### src/rtl/hsvg_pkg.sv
// Shared types, region codes and the gamma table of the HSV to RGB pixel pipeline.
// Depends on nothing; the top level and the stage modules refer to it by scoped names.

package hsvg_pkg;

    typedef enum logic [2:0] {
        RGN_R_TO_Y = 3'd0,
        RGN_Y_TO_G = 3'd1,
        RGN_G_TO_C = 3'd2,
        RGN_C_TO_B = 3'd3,
        RGN_B_TO_M = 3'd4,
        RGN_M_TO_R = 3'd5
    } region_t;

    localparam logic [7:0] HUE_SPAN = 8'd43;
    localparam logic [3:0] DIM_MAX  = 4'd8;

    typedef struct packed {
        region_t    region;
        logic [7:0] rem;
        logic [7:0] sat;
        logic [7:0] val;
        logic       gray;
    } region_t_s_t;

    typedef struct packed {
        region_t    region;
        logic [7:0] sat_rem;
        logic [7:0] sat_inv_rem;
        logic [7:0] p;
        logic [7:0] val;
        logic       gray;
    } scale_t;

    typedef struct packed {
        region_t    region;
        logic [7:0] p;
        logic [7:0] q;
        logic [7:0] t;
        logic [7:0] val;
        logic       gray;
    } level_t;

    localparam logic [7:0] GAMMA_LUT [0:255] = '{
        8'd0, 8'd0, 8'd0, 8'd0, 8'd0, 8'd0, 8'd0, 8'd0,
        8'd1, 8'd1, 8'd1, 8'd1, 8'd1, 8'd1, 8'd1, 8'd2,
        8'd2, 8'd2, 8'd2, 8'd2, 8'd3, 8'd3, 8'd3, 8'd3,
        8'd4, 8'd4, 8'd4, 8'd4, 8'd5, 8'd5, 8'd5, 8'd6,
        8'd6, 8'd6, 8'd7, 8'd7, 8'd8, 8'd8, 8'd8, 8'd9,
        8'd9, 8'd10, 8'd10, 8'd10, 8'd11, 8'd11, 8'd12, 8'd12,
        8'd13, 8'd13, 8'd14, 8'd14, 8'd15, 8'd15, 8'd16, 8'd16,
        8'd17, 8'd17, 8'd18, 8'd18, 8'd19, 8'd19, 8'd20, 8'd21,
        8'd21, 8'd22, 8'd22, 8'd23, 8'd24, 8'd24, 8'd25, 8'd26,
        8'd26, 8'd27, 8'd28, 8'd28, 8'd29, 8'd30, 8'd30, 8'd31,
        8'd32, 8'd32, 8'd33, 8'd34, 8'd35, 8'd35, 8'd36, 8'd37,
        8'd38, 8'd38, 8'd39, 8'd40, 8'd41, 8'd41, 8'd42, 8'd43,
        8'd44, 8'd45, 8'd46, 8'd46, 8'd47, 8'd48, 8'd49, 8'd50,
        8'd51, 8'd52, 8'd53, 8'd53, 8'd54, 8'd55, 8'd56, 8'd57,
        8'd58, 8'd59, 8'd60, 8'd61, 8'd62, 8'd63, 8'd64, 8'd65,
        8'd66, 8'd67, 8'd68, 8'd69, 8'd70, 8'd71, 8'd72, 8'd73,
        8'd74, 8'd75, 8'd76, 8'd77, 8'd78, 8'd79, 8'd80, 8'd81,
        8'd82, 8'd83, 8'd84, 8'd86, 8'd87, 8'd88, 8'd89, 8'd90,
        8'd91, 8'd92, 8'd93, 8'd95, 8'd96, 8'd97, 8'd98, 8'd99,
        8'd100, 8'd102, 8'd103, 8'd104, 8'd105, 8'd107, 8'd108, 8'd109,
        8'd110, 8'd111, 8'd113, 8'd114, 8'd115, 8'd116, 8'd118, 8'd119,
        8'd120, 8'd122, 8'd123, 8'd124, 8'd126, 8'd127, 8'd128, 8'd129,
        8'd131, 8'd132, 8'd134, 8'd135, 8'd136, 8'd138, 8'd139, 8'd140,
        8'd142, 8'd143, 8'd145, 8'd146, 8'd147, 8'd149, 8'd150, 8'd152,
        8'd153, 8'd154, 8'd156, 8'd157, 8'd159, 8'd160, 8'd162, 8'd163,
        8'd165, 8'd166, 8'd168, 8'd169, 8'd171, 8'd172, 8'd174, 8'd175,
        8'd177, 8'd178, 8'd180, 8'd181, 8'd183, 8'd184, 8'd186, 8'd188,
        8'd189, 8'd191, 8'd192, 8'd194, 8'd195, 8'd197, 8'd199, 8'd200,
        8'd202, 8'd204, 8'd205, 8'd207, 8'd208, 8'd210, 8'd212, 8'd213,
        8'd215, 8'd217, 8'd218, 8'd220, 8'd222, 8'd224, 8'd225, 8'd227,
        8'd229, 8'd230, 8'd232, 8'd234, 8'd236, 8'd237, 8'd239, 8'd241,
        8'd243, 8'd244, 8'd246, 8'd248, 8'd250, 8'd251, 8'd253, 8'd255
    };

    function automatic logic [7:0] gamma_lookup(input logic [7:0] x);
        return GAMMA_LUT[x];
    endfunction

endpackage

### src/rtl/hsvg_hsv_if.sv
// Request channel carrying one HSV pixel with a valid/ready handshake.
// Standalone; used by the top level and the region stage.

interface hsvg_hsv_if;
    logic       valid;
    logic       ready;
    logic [7:0] hue;
    logic [7:0] saturation;
    logic [7:0] value;

    modport source (output valid, output hue, output saturation, output value, input ready);
    modport sink (input valid, input hue, input saturation, input value, output ready);
endinterface

### src/rtl/hsvg_rgb_if.sv
// Request channel carrying one gamma corrected RGB pixel with a valid/ready handshake.
// Standalone; used by the top level and the output stage.

interface hsvg_rgb_if;
    logic       valid;
    logic       ready;
    logic [7:0] red;
    logic [7:0] green;
    logic [7:0] blue;

    modport source (output valid, output red, output green, output blue, input ready);
    modport sink (input valid, input red, input green, input blue, output ready);
endinterface

### src/rtl/hsv_to_rgb_gamma_pixel_top.sv
// Top level of the HSV to RGB pixel converter with dimming and gamma correction.
// Depends on hsvg_pkg, both channel interfaces and the four pipeline stage modules.
//
// Channel   Dir  Payload                     Handshake
// hsv       in   hue, saturation, value      valid/ready
// rgb       out  red, green, blue            valid/ready
// cfg       in   cfg_write_data (dim shift)  cfg_write_en, no ready
//
// Four register stages: region, saturation products, value products, select and gamma.
// Pixels pass region, scale, level and out registers; one pixel per cycle unless rgb stalls.
// Reset clears all stage valid bits and sets the dim shift to zero.
// A stall on rgb freezes only the occupied stages; empty stages keep accepting.

module hsv_to_rgb_gamma_pixel_top
(
    input  logic       clk,
    input  logic       rst_n,
    hsvg_hsv_if.sink   hsv,
    hsvg_rgb_if.source rgb,
    input  logic       cfg_write_en,
    input  logic [3:0] cfg_write_data
);

    logic                  dim_shift_reg;
    logic [3:0]            dim_shift_q_reg;
    logic                  region_valid;
    logic                  scale_valid;
    logic                  scale_ready;
    logic                  level_valid;
    logic                  level_ready;
    logic                  out_ready;
    hsvg_pkg::region_t_s_t region_data;
    hsvg_pkg::scale_t      scale_data;
    hsvg_pkg::level_t      level_data;

    always_ff @(posedge clk or negedge rst_n)
    begin
        if (!rst_n)
        begin
            dim_shift_q_reg <= 4'd0;
            dim_shift_reg   <= 1'b0;
        end
        else if (cfg_write_en)
        begin
            dim_shift_q_reg <= cfg_write_data;
            dim_shift_reg   <= 1'b1;
        end
    end

    hsvg_region u_region
    (
        .clk       (clk),
        .rst_n     (rst_n),
        .hsv       (hsv),
        .ready_out (scale_ready),
        .valid_out (region_valid),
        .data_out  (region_data)
    );

    hsvg_scale u_scale
    (
        .clk       (clk),
        .rst_n     (rst_n),
        .valid_in  (region_valid),
        .ready_in  (scale_ready),
        .data_in   (region_data),
        .ready_out (level_ready),
        .valid_out (scale_valid),
        .data_out  (scale_data)
    );

    hsvg_level u_level
    (
        .clk       (clk),
        .rst_n     (rst_n),
        .valid_in  (scale_valid),
        .ready_in  (level_ready),
        .data_in   (scale_data),
        .ready_out (out_ready),
        .valid_out (level_valid),
        .data_out  (level_data)
    );

    hsvg_out u_out
    (
        .clk       (clk),
        .rst_n     (rst_n),
        .valid_in  (level_valid),
        .ready_in  (out_ready),
        .data_in   (level_data),
        .dim_shift (dim_shift_q_reg),
        .rgb       (rgb)
    );

    assert property (@(posedge clk) disable iff (!rst_n)
        !hsv.ready |-> (rgb.valid && !rgb.ready && region_valid && scale_valid && level_valid))
    else $error("Input backpressure without a fully stalled pipeline.");

    assert property (@(posedge clk) disable iff (!rst_n)
        !dim_shift_reg |-> (dim_shift_q_reg == 4'd0))
    else $error("Dim shift changed without a configuration write.");

endmodule

### src/rtl/hsvg_region.sv
// First pipeline stage: hue region and scaled remainder, gray detection.
// Depends on hsvg_pkg and hsvg_hsv_if.

module hsvg_region
(
    input  logic                 clk,
    input  logic                 rst_n,
    hsvg_hsv_if.sink             hsv,
    input  logic                 ready_out,
    output logic                 valid_out,
    output hsvg_pkg::region_t_s_t data_out
);

    logic                  valid_reg;
    hsvg_pkg::region_t_s_t data_reg;
    hsvg_pkg::region_t_s_t data_next;
    hsvg_pkg::region_t     region;
    logic [7:0]            base;
    logic [5:0]            offset;
    logic [7:0]            offset_wide;

    always_comb
    begin
        if (hsv.hue >= 8'(5 * hsvg_pkg::HUE_SPAN))
        begin
            region = hsvg_pkg::RGN_M_TO_R;
            base   = 8'(5 * hsvg_pkg::HUE_SPAN);
        end
        else if (hsv.hue >= 8'(4 * hsvg_pkg::HUE_SPAN))
        begin
            region = hsvg_pkg::RGN_B_TO_M;
            base   = 8'(4 * hsvg_pkg::HUE_SPAN);
        end
        else if (hsv.hue >= 8'(3 * hsvg_pkg::HUE_SPAN))
        begin
            region = hsvg_pkg::RGN_C_TO_B;
            base   = 8'(3 * hsvg_pkg::HUE_SPAN);
        end
        else if (hsv.hue >= 8'(2 * hsvg_pkg::HUE_SPAN))
        begin
            region = hsvg_pkg::RGN_G_TO_C;
            base   = 8'(2 * hsvg_pkg::HUE_SPAN);
        end
        else if (hsv.hue >= hsvg_pkg::HUE_SPAN)
        begin
            region = hsvg_pkg::RGN_Y_TO_G;
            base   = hsvg_pkg::HUE_SPAN;
        end
        else
        begin
            region = hsvg_pkg::RGN_R_TO_Y;
            base   = 8'd0;
        end
        offset_wide = hsv.hue - base;
        offset      = offset_wide[5:0];

        data_next.region = region;
        data_next.rem    = 8'({2'b00, offset} * 8'd6);
        data_next.sat    = hsv.saturation;
        data_next.val    = hsv.value;
        data_next.gray   = (hsv.saturation == 8'd0);
    end

    assign hsv.ready = !valid_reg || ready_out;

    always_ff @(posedge clk or negedge rst_n)
    begin
        if (!rst_n)
        begin
            valid_reg <= 1'b0;
        end
        else if (hsv.ready)
        begin
            valid_reg <= hsv.valid;
        end
    end

    always_ff @(posedge clk)
    begin
        if (hsv.ready && hsv.valid)
        begin
            data_reg <= data_next;
        end
    end

    assign valid_out = valid_reg;
    assign data_out  = data_reg;

    assert property (@(posedge clk) disable iff (!rst_n)
        valid_reg |-> (data_reg.region <= hsvg_pkg::RGN_M_TO_R) && (data_reg.rem <= 8'd252))
    else $error("Region stage holds a region or remainder out of range.");

endmodule

### src/rtl/hsvg_scale.sv
// Second pipeline stage: saturation products and the p level.
// Depends on hsvg_pkg.

module hsvg_scale
(
    input  logic                  clk,
    input  logic                  rst_n,
    input  logic                  valid_in,
    output logic                  ready_in,
    input  hsvg_pkg::region_t_s_t data_in,
    input  logic                  ready_out,
    output logic                  valid_out,
    output hsvg_pkg::scale_t      data_out
);

    logic             valid_reg;
    hsvg_pkg::scale_t data_reg;
    hsvg_pkg::scale_t data_next;
    logic [15:0]      prod_rem;
    logic [15:0]      prod_inv_rem;
    logic [15:0]      prod_p;

    always_comb
    begin
        prod_rem     = data_in.sat * data_in.rem;
        prod_inv_rem = data_in.sat * 8'(~data_in.rem);
        prod_p       = data_in.val * 8'(~data_in.sat);

        data_next.region      = data_in.region;
        data_next.sat_rem     = prod_rem[15:8];
        data_next.sat_inv_rem = prod_inv_rem[15:8];
        data_next.p           = prod_p[15:8];
        data_next.val         = data_in.val;
        data_next.gray        = data_in.gray;
    end

    assign ready_in = !valid_reg || ready_out;

    always_ff @(posedge clk or negedge rst_n)
    begin
        if (!rst_n)
        begin
            valid_reg <= 1'b0;
        end
        else if (ready_in)
        begin
            valid_reg <= valid_in;
        end
    end

    always_ff @(posedge clk)
    begin
        if (ready_in && valid_in)
        begin
            data_reg <= data_next;
        end
    end

    assign valid_out = valid_reg;
    assign data_out  = data_reg;

    assert property (@(posedge clk) disable iff (!rst_n)
        valid_reg |-> (data_reg.p <= data_reg.val))
    else $error("The p level exceeds the pixel value.");

endmodule

### src/rtl/hsvg_level.sv
// Third pipeline stage: the q and t levels scaled by value.
// Depends on hsvg_pkg.

module hsvg_level
(
    input  logic             clk,
    input  logic             rst_n,
    input  logic             valid_in,
    output logic             ready_in,
    input  hsvg_pkg::scale_t data_in,
    input  logic             ready_out,
    output logic             valid_out,
    output hsvg_pkg::level_t data_out
);

    logic             valid_reg;
    hsvg_pkg::level_t data_reg;
    hsvg_pkg::level_t data_next;
    logic [15:0]      prod_q;
    logic [15:0]      prod_t;

    always_comb
    begin
        prod_q = data_in.val * 8'(~data_in.sat_rem);
        prod_t = data_in.val * 8'(~data_in.sat_inv_rem);

        data_next.region = data_in.region;
        data_next.p      = data_in.p;
        data_next.q      = prod_q[15:8];
        data_next.t      = prod_t[15:8];
        data_next.val    = data_in.val;
        data_next.gray   = data_in.gray;
    end

    assign ready_in = !valid_reg || ready_out;

    always_ff @(posedge clk or negedge rst_n)
    begin
        if (!rst_n)
        begin
            valid_reg <= 1'b0;
        end
        else if (ready_in)
        begin
            valid_reg <= valid_in;
        end
    end

    always_ff @(posedge clk)
    begin
        if (ready_in && valid_in)
        begin
            data_reg <= data_next;
        end
    end

    assign valid_out = valid_reg;
    assign data_out  = data_reg;

    assert property (@(posedge clk) disable iff (!rst_n)
        valid_reg |-> (data_reg.q <= data_reg.val) && (data_reg.t <= data_reg.val))
    else $error("The q or t level exceeds the pixel value.");

endmodule

### src/rtl/hsvg_out.sv
// Last pipeline stage: channel selection by region or gray, dimming, gamma lookup, output register.
// Depends on hsvg_pkg and hsvg_rgb_if.

module hsvg_out
(
    input  logic             clk,
    input  logic             rst_n,
    input  logic             valid_in,
    output logic             ready_in,
    input  hsvg_pkg::level_t data_in,
    input  logic [3:0]       dim_shift,
    hsvg_rgb_if.source       rgb
);

    logic       valid_reg;
    logic [7:0] red_reg;
    logic [7:0] green_reg;
    logic [7:0] blue_reg;
    logic [7:0] red_next;
    logic [7:0] green_next;
    logic [7:0] blue_next;
    logic [7:0] red_sel;
    logic [7:0] green_sel;
    logic [7:0] blue_sel;
    logic       dim_off;

    always_comb
    begin
        if (data_in.gray)
        begin
            red_sel   = data_in.val;
            green_sel = data_in.val;
            blue_sel  = data_in.val;
        end
        else
        begin
            unique case (data_in.region)
                hsvg_pkg::RGN_R_TO_Y:
                begin
                    red_sel   = data_in.val;
                    green_sel = data_in.t;
                    blue_sel  = data_in.p;
                end
                hsvg_pkg::RGN_Y_TO_G:
                begin
                    red_sel   = data_in.q;
                    green_sel = data_in.val;
                    blue_sel  = data_in.p;
                end
                hsvg_pkg::RGN_G_TO_C:
                begin
                    red_sel   = data_in.p;
                    green_sel = data_in.val;
                    blue_sel  = data_in.t;
                end
                hsvg_pkg::RGN_C_TO_B:
                begin
                    red_sel   = data_in.p;
                    green_sel = data_in.q;
                    blue_sel  = data_in.val;
                end
                hsvg_pkg::RGN_B_TO_M:
                begin
                    red_sel   = data_in.t;
                    green_sel = data_in.p;
                    blue_sel  = data_in.val;
                end
                hsvg_pkg::RGN_M_TO_R:
                begin
                    red_sel   = data_in.val;
                    green_sel = data_in.p;
                    blue_sel  = data_in.q;
                end
                default:
                begin
                    red_sel   = 8'd0;
                    green_sel = 8'd0;
                    blue_sel  = 8'd0;
                end
            endcase
        end

        dim_off    = (dim_shift >= hsvg_pkg::DIM_MAX);
        red_next   = hsvg_pkg::gamma_lookup(dim_off ? 8'd0 : (red_sel >> dim_shift[2:0]));
        green_next = hsvg_pkg::gamma_lookup(dim_off ? 8'd0 : (green_sel >> dim_shift[2:0]));
        blue_next  = hsvg_pkg::gamma_lookup(dim_off ? 8'd0 : (blue_sel >> dim_shift[2:0]));
    end

    assign ready_in = !valid_reg || rgb.ready;

    always_ff @(posedge clk or negedge rst_n)
    begin
        if (!rst_n)
        begin
            valid_reg <= 1'b0;
        end
        else if (ready_in)
        begin
            valid_reg <= valid_in;
        end
    end

    always_ff @(posedge clk)
    begin
        if (ready_in && valid_in)
        begin
            red_reg   <= red_next;
            green_reg <= green_next;
            blue_reg  <= blue_next;
        end
    end

    assign rgb.valid = valid_reg;
    assign rgb.red   = red_reg;
    assign rgb.green = green_reg;
    assign rgb.blue  = blue_reg;

endmodule
### src/flat_wrapper.sv
// flat-port wrapper written by rule: the top's interface ports become plain ports
module hsv_to_rgb_gamma_pixel_top_flat 
  (clk, rst_n, cfg_write_en, cfg_write_data, hsv_valid, hsv_hue, hsv_saturation, hsv_value, hsv_ready, rgb_valid, rgb_red, rgb_green, rgb_blue, rgb_ready);
  hsvg_hsv_if hsv_i ();
  hsvg_rgb_if rgb_i ();
  input  logic clk;
  input  logic rst_n;
  input  logic cfg_write_en;
  input  logic [3:0] cfg_write_data;
  input wire logic [$bits(hsv_i.valid)-1:0] hsv_valid;
  input wire logic [$bits(hsv_i.hue)-1:0] hsv_hue;
  input wire logic [$bits(hsv_i.saturation)-1:0] hsv_saturation;
  input wire logic [$bits(hsv_i.value)-1:0] hsv_value;
  output wire logic [$bits(hsv_i.ready)-1:0] hsv_ready;
  output wire logic [$bits(rgb_i.valid)-1:0] rgb_valid;
  output wire logic [$bits(rgb_i.red)-1:0] rgb_red;
  output wire logic [$bits(rgb_i.green)-1:0] rgb_green;
  output wire logic [$bits(rgb_i.blue)-1:0] rgb_blue;
  input wire logic [$bits(rgb_i.ready)-1:0] rgb_ready;
  assign hsv_i.valid = hsv_valid;
  assign hsv_i.hue = hsv_hue;
  assign hsv_i.saturation = hsv_saturation;
  assign hsv_i.value = hsv_value;
  assign hsv_ready = hsv_i.ready;
  assign rgb_valid = rgb_i.valid;
  assign rgb_red = rgb_i.red;
  assign rgb_green = rgb_i.green;
  assign rgb_blue = rgb_i.blue;
  assign rgb_i.ready = rgb_ready;
  hsv_to_rgb_gamma_pixel_top u_core (.clk(clk), .rst_n(rst_n), .hsv(hsv_i), .rgb(rgb_i), .cfg_write_en(cfg_write_en), .cfg_write_data(cfg_write_data));
endmodule
### config.mk
export PLATFORM = sky130hd
export DESIGN_NAME = hsv_to_rgb_gamma_pixel_top_flat
export DESIGN_NICKNAME = d
export VERILOG_FILES = /design/src/rtl/hsvg_pkg.sv /design/src/rtl/hsvg_hsv_if.sv /design/src/rtl/hsvg_rgb_if.sv /design/src/rtl/hsv_to_rgb_gamma_pixel_top.sv /design/src/rtl/hsvg_region.sv /design/src/rtl/hsvg_scale.sv /design/src/rtl/hsvg_level.sv /design/src/rtl/hsvg_out.sv /design/src/flat_wrapper.sv
export SDC_FILE = /design/constraint.sdc
export NUM_CORES = 1
export LEC_CHECK = 0
export ABC_AREA = 0
export BUFFER_PORTS_ARGS = -buffer_cell sky130_fd_sc_hd__buf_4
export CORE_MARGIN = 2
export CORE_UTILIZATION = 55
export CTS_CLUSTER_DIAMETER = 100
export CTS_CLUSTER_SIZE = 28
export DETAILED_ROUTE_END_ITERATION = 8
export PLACE_DENSITY_LB_ADDON = 0.1
export SKIP_LAST_GASP = 1
export SLEW_MARGIN = 10
export SYNTH_ARGS = -nofsm -noshare
export SYNTH_HDL_FRONTEND = slang
export SYNTH_SLANG_ARGS = --single-unit
export TNS_END_PERCENT = 30
### constraint.sdc
create_clock -name clk -period 4.7 [get_ports clk]
set_input_delay 0.94 -clock clk [delete_from_list [all_inputs] [get_ports clk]]
set_output_delay 0.94 -clock clk [all_outputs]
set_load 0.1 [all_outputs]
==> out/results.txt <==
outcome: complete, no violations
Initial DRC Count: 1657
crit path launch type: flip-flop
vias: 19100
CTS tree: built
Skew-Pair Late Insertion Delay: 0.44 ns
CP endpoint kind: flip-flop
number of filler cells placed in the layout: 3390
commonest non-fill, non-tap cells in the layout: inv_1, buf_4, ha_1
Post-Syn Instances: 2450
Final Non-Filler Cells: 3082
CTS root buffer: clkbuf_16
largest net degree at the start of global routing: 68
Core Rows: 72
Longest Clk Path Bufs: 2
core area: 38500 um^2
Wirelength per Cell: 20.3 um
Final Hold Viols: 0
final max-slew violation count: 0
Syn Nets: 2862
Critical-path top delay cell: fa_1
H-tree depth: 4
post-synthesis sequential area ratio: 18.3%
Worst path top cell family by delay: adder cells
Most used DFF post-synth: edfxtp_1
first-pass GRT wire length: 101 mm
Final min period: 4.59 ns
CP Data Required Time: 4.90 ns
Yosys Warn Count: 0
register area: 3890 um^2
Top Ports: 59
First-pass DRT Iterations: 6
area fraction of the dominant cell type after synthesis: 17.3%
initial core utilization: 55.4%
Worst Path Arrival: 4.78 ns
hpwl dp: 48.0 mm
clk sink count: 131
Area Overhead vs Synth: 11.7%
CP max stage delay: 0.47 ns
P per Cell Area: 780 nW/um^2
final WL: 62.7 mm
Die Area: 40300 um^2
overall routing resource usage: 31.1%
Remaining Overflow, GRT: 0
Die Y: 201 um
gpl congestion: 0.962
fin crit share: 97.6%
final setup fails: 0
vias in the first global route: 18800
synth unique cells: 101
commonest non-fill, non-tap cell in the layout: inv_1
layout cell share with drive strength beyond 1: 13.2%
initial antenna violation count: 1
maxcap violations: 0
Worst-Margin Slew: 1.15 ns
Mapped Avg Cell Area: 8.69 um^2
Crit path top cell by count: a21o_1
input/output buffers: 58
dpl cells: 3039
fraction of registers with async set/reset: 6.11%
Die Wd: 201 um
Mapped Area: 21300 um^2
DRC Markers: 0
unrepaired setup endpoints after global routing: true
post-placement cell area: 23100 um^2
Pleak: 10.6 nW
CP max FO: 4
crit-path cells: buf_4 -> nor2b_1 -> ha_1 -> fa_1 -> ha_1 -> inv_1 -> fa_1 -> inv_1 -> ha_1 -> and4b_1 -> a21o_1 -> a21o_1 -> a21o_1 -> a21o_1 -> a21oi_1 -> buf_4 -> o21ai_0 -> o41ai_2 -> o21bai_1 -> xnor2_1
Worst slew margin: 23.3%
Hold Crit Class: primary input to async pin
post-route cell area: 23800 um^2
Synth area leader: edfxtp_1
Highest Clock Rate: 218 MHz
post-route ant nets: 0
largest cells by area after synthesis: edfxtp_1, fa_1, ha_1, inv_1, nand2b_1
number of synthesized flops with an enable pin: 123
Final nets: 2963
Setup Skew: 0.0122 ns
Seq cells post-synth: 131
Clk pin slew, worst setup/hold paths: 0.06 ns
DR vias/cell: 6.18
Crit Path Class: flip-flop to flip-flop
DP Worst Slack: 0.0550 ns
total CTS buffers: 17
area occupied by multi-input gates: 15800 um^2
crit path buf inv count: 4
worst setup margin: 0.113 ns
VDD IR max: 1210 uV
number of diodes: 0
-- cell type report --
class                      instances  share of cell area, %
multi-input combinational       1899                   66.2
sequential                       131                   16.4
timing repair buffer             243                   8.03
inverter                         259                   4.09
tap                              518                   2.72
clock buffer                      19                   1.86
clock inverter                    13                  0.720
-- layer usage --
layer	up-vias	share of wire [%]	GRT usage, %
li1	8903	-	-
met1	9274	42	40.4
met2	756	49	53.0
met3	126	6.2	4.38
met4	2	3.1	11.7
met5	-	0.022	0
-- cells in the mapped netlist, types with 19 or more instances --
master,n
and2_1,34
a31oi_1,26
nand2b_1,149
nand3_1,47
mux2i_1,20
a21oi_1,112
a211oi_1,42
xnor2_1,41
ha_1,209
xor2_1,19
o211ai_1,26
clkbuf_1,87
edfxtp_1,123
buf_2,53
o21ai_0,101
nor3_1,50
nor2b_1,130
nor2_1,142
fa_1,170
a21o_1,32
o31ai_1,21
nand2_1,160
inv_1,254
-- report_power, final --
group          total [mW]  internal, mW  switching, mW  leakage, nW
registers            2.66          2.30          0.362         1.30
logic                14.5          6.36           8.11         9.03
clock network        1.43         0.857          0.573        0.300
-- through the flow --
stage	util, %	power (mW)	hold slack, ns	TNS (ns)
3_3_place_gp	60.0	16.4	0.405	0
4_1_cts	61.6	18.3	0.317	0
5_1_grt	61.9	20.5	0.314	-0.520
3_5_place_dp	60.0	16.8	0.407	0
2_1_floorplan	-	12.8	0.400	0
6_report	61.9	18.6	0.336	0
-- path summary, 6_finish.rpt --
kind / start / to / slack [ns] / cells after the start
worst max register to register: u_core.u_region.data_out[20] / u_core.u_scale.data_out[24] / 0.11 / 20
worst max-delay path: u_core.u_region.data_out[20] / u_core.u_scale.data_out[24] / 0.11 / 20
worst min-delay path: rst_n / u_core.u_level.valid_out / 0.34 / 1
worst min register to register: u_core.u_scale.data_out[16] / u_core.u_level.data_out[32] / 0.42 / 0
min in group clk: u_core.u_scale.data_out[16] / u_core.u_level.data_out[32] / 0.42 / 0
max in group asynchronous: rst_n / u_core.dim_shift_q_reg[1] / 4.19 / 1
-- repair_timing --
action	in CTS	in global routing
hold buffers	0	0
buffers inserted	2	9
endpoints found under the setup margin	1	17
resized for setup	0	6
pin swaps	0	2
-- cells by family after synthesis --
logic type	synth area share, %
buffers and inverters	8.02
adder cells (fa/ha/maj)	28.3
flip-flops	18.3
XOR/XNOR	2.47
AND/OR/NAND/NOR	20.5
AO/OA/AOI/OAI	20.9
multiplexers	1.52
No activity file was read; power rests on OpenSTA's default activity.
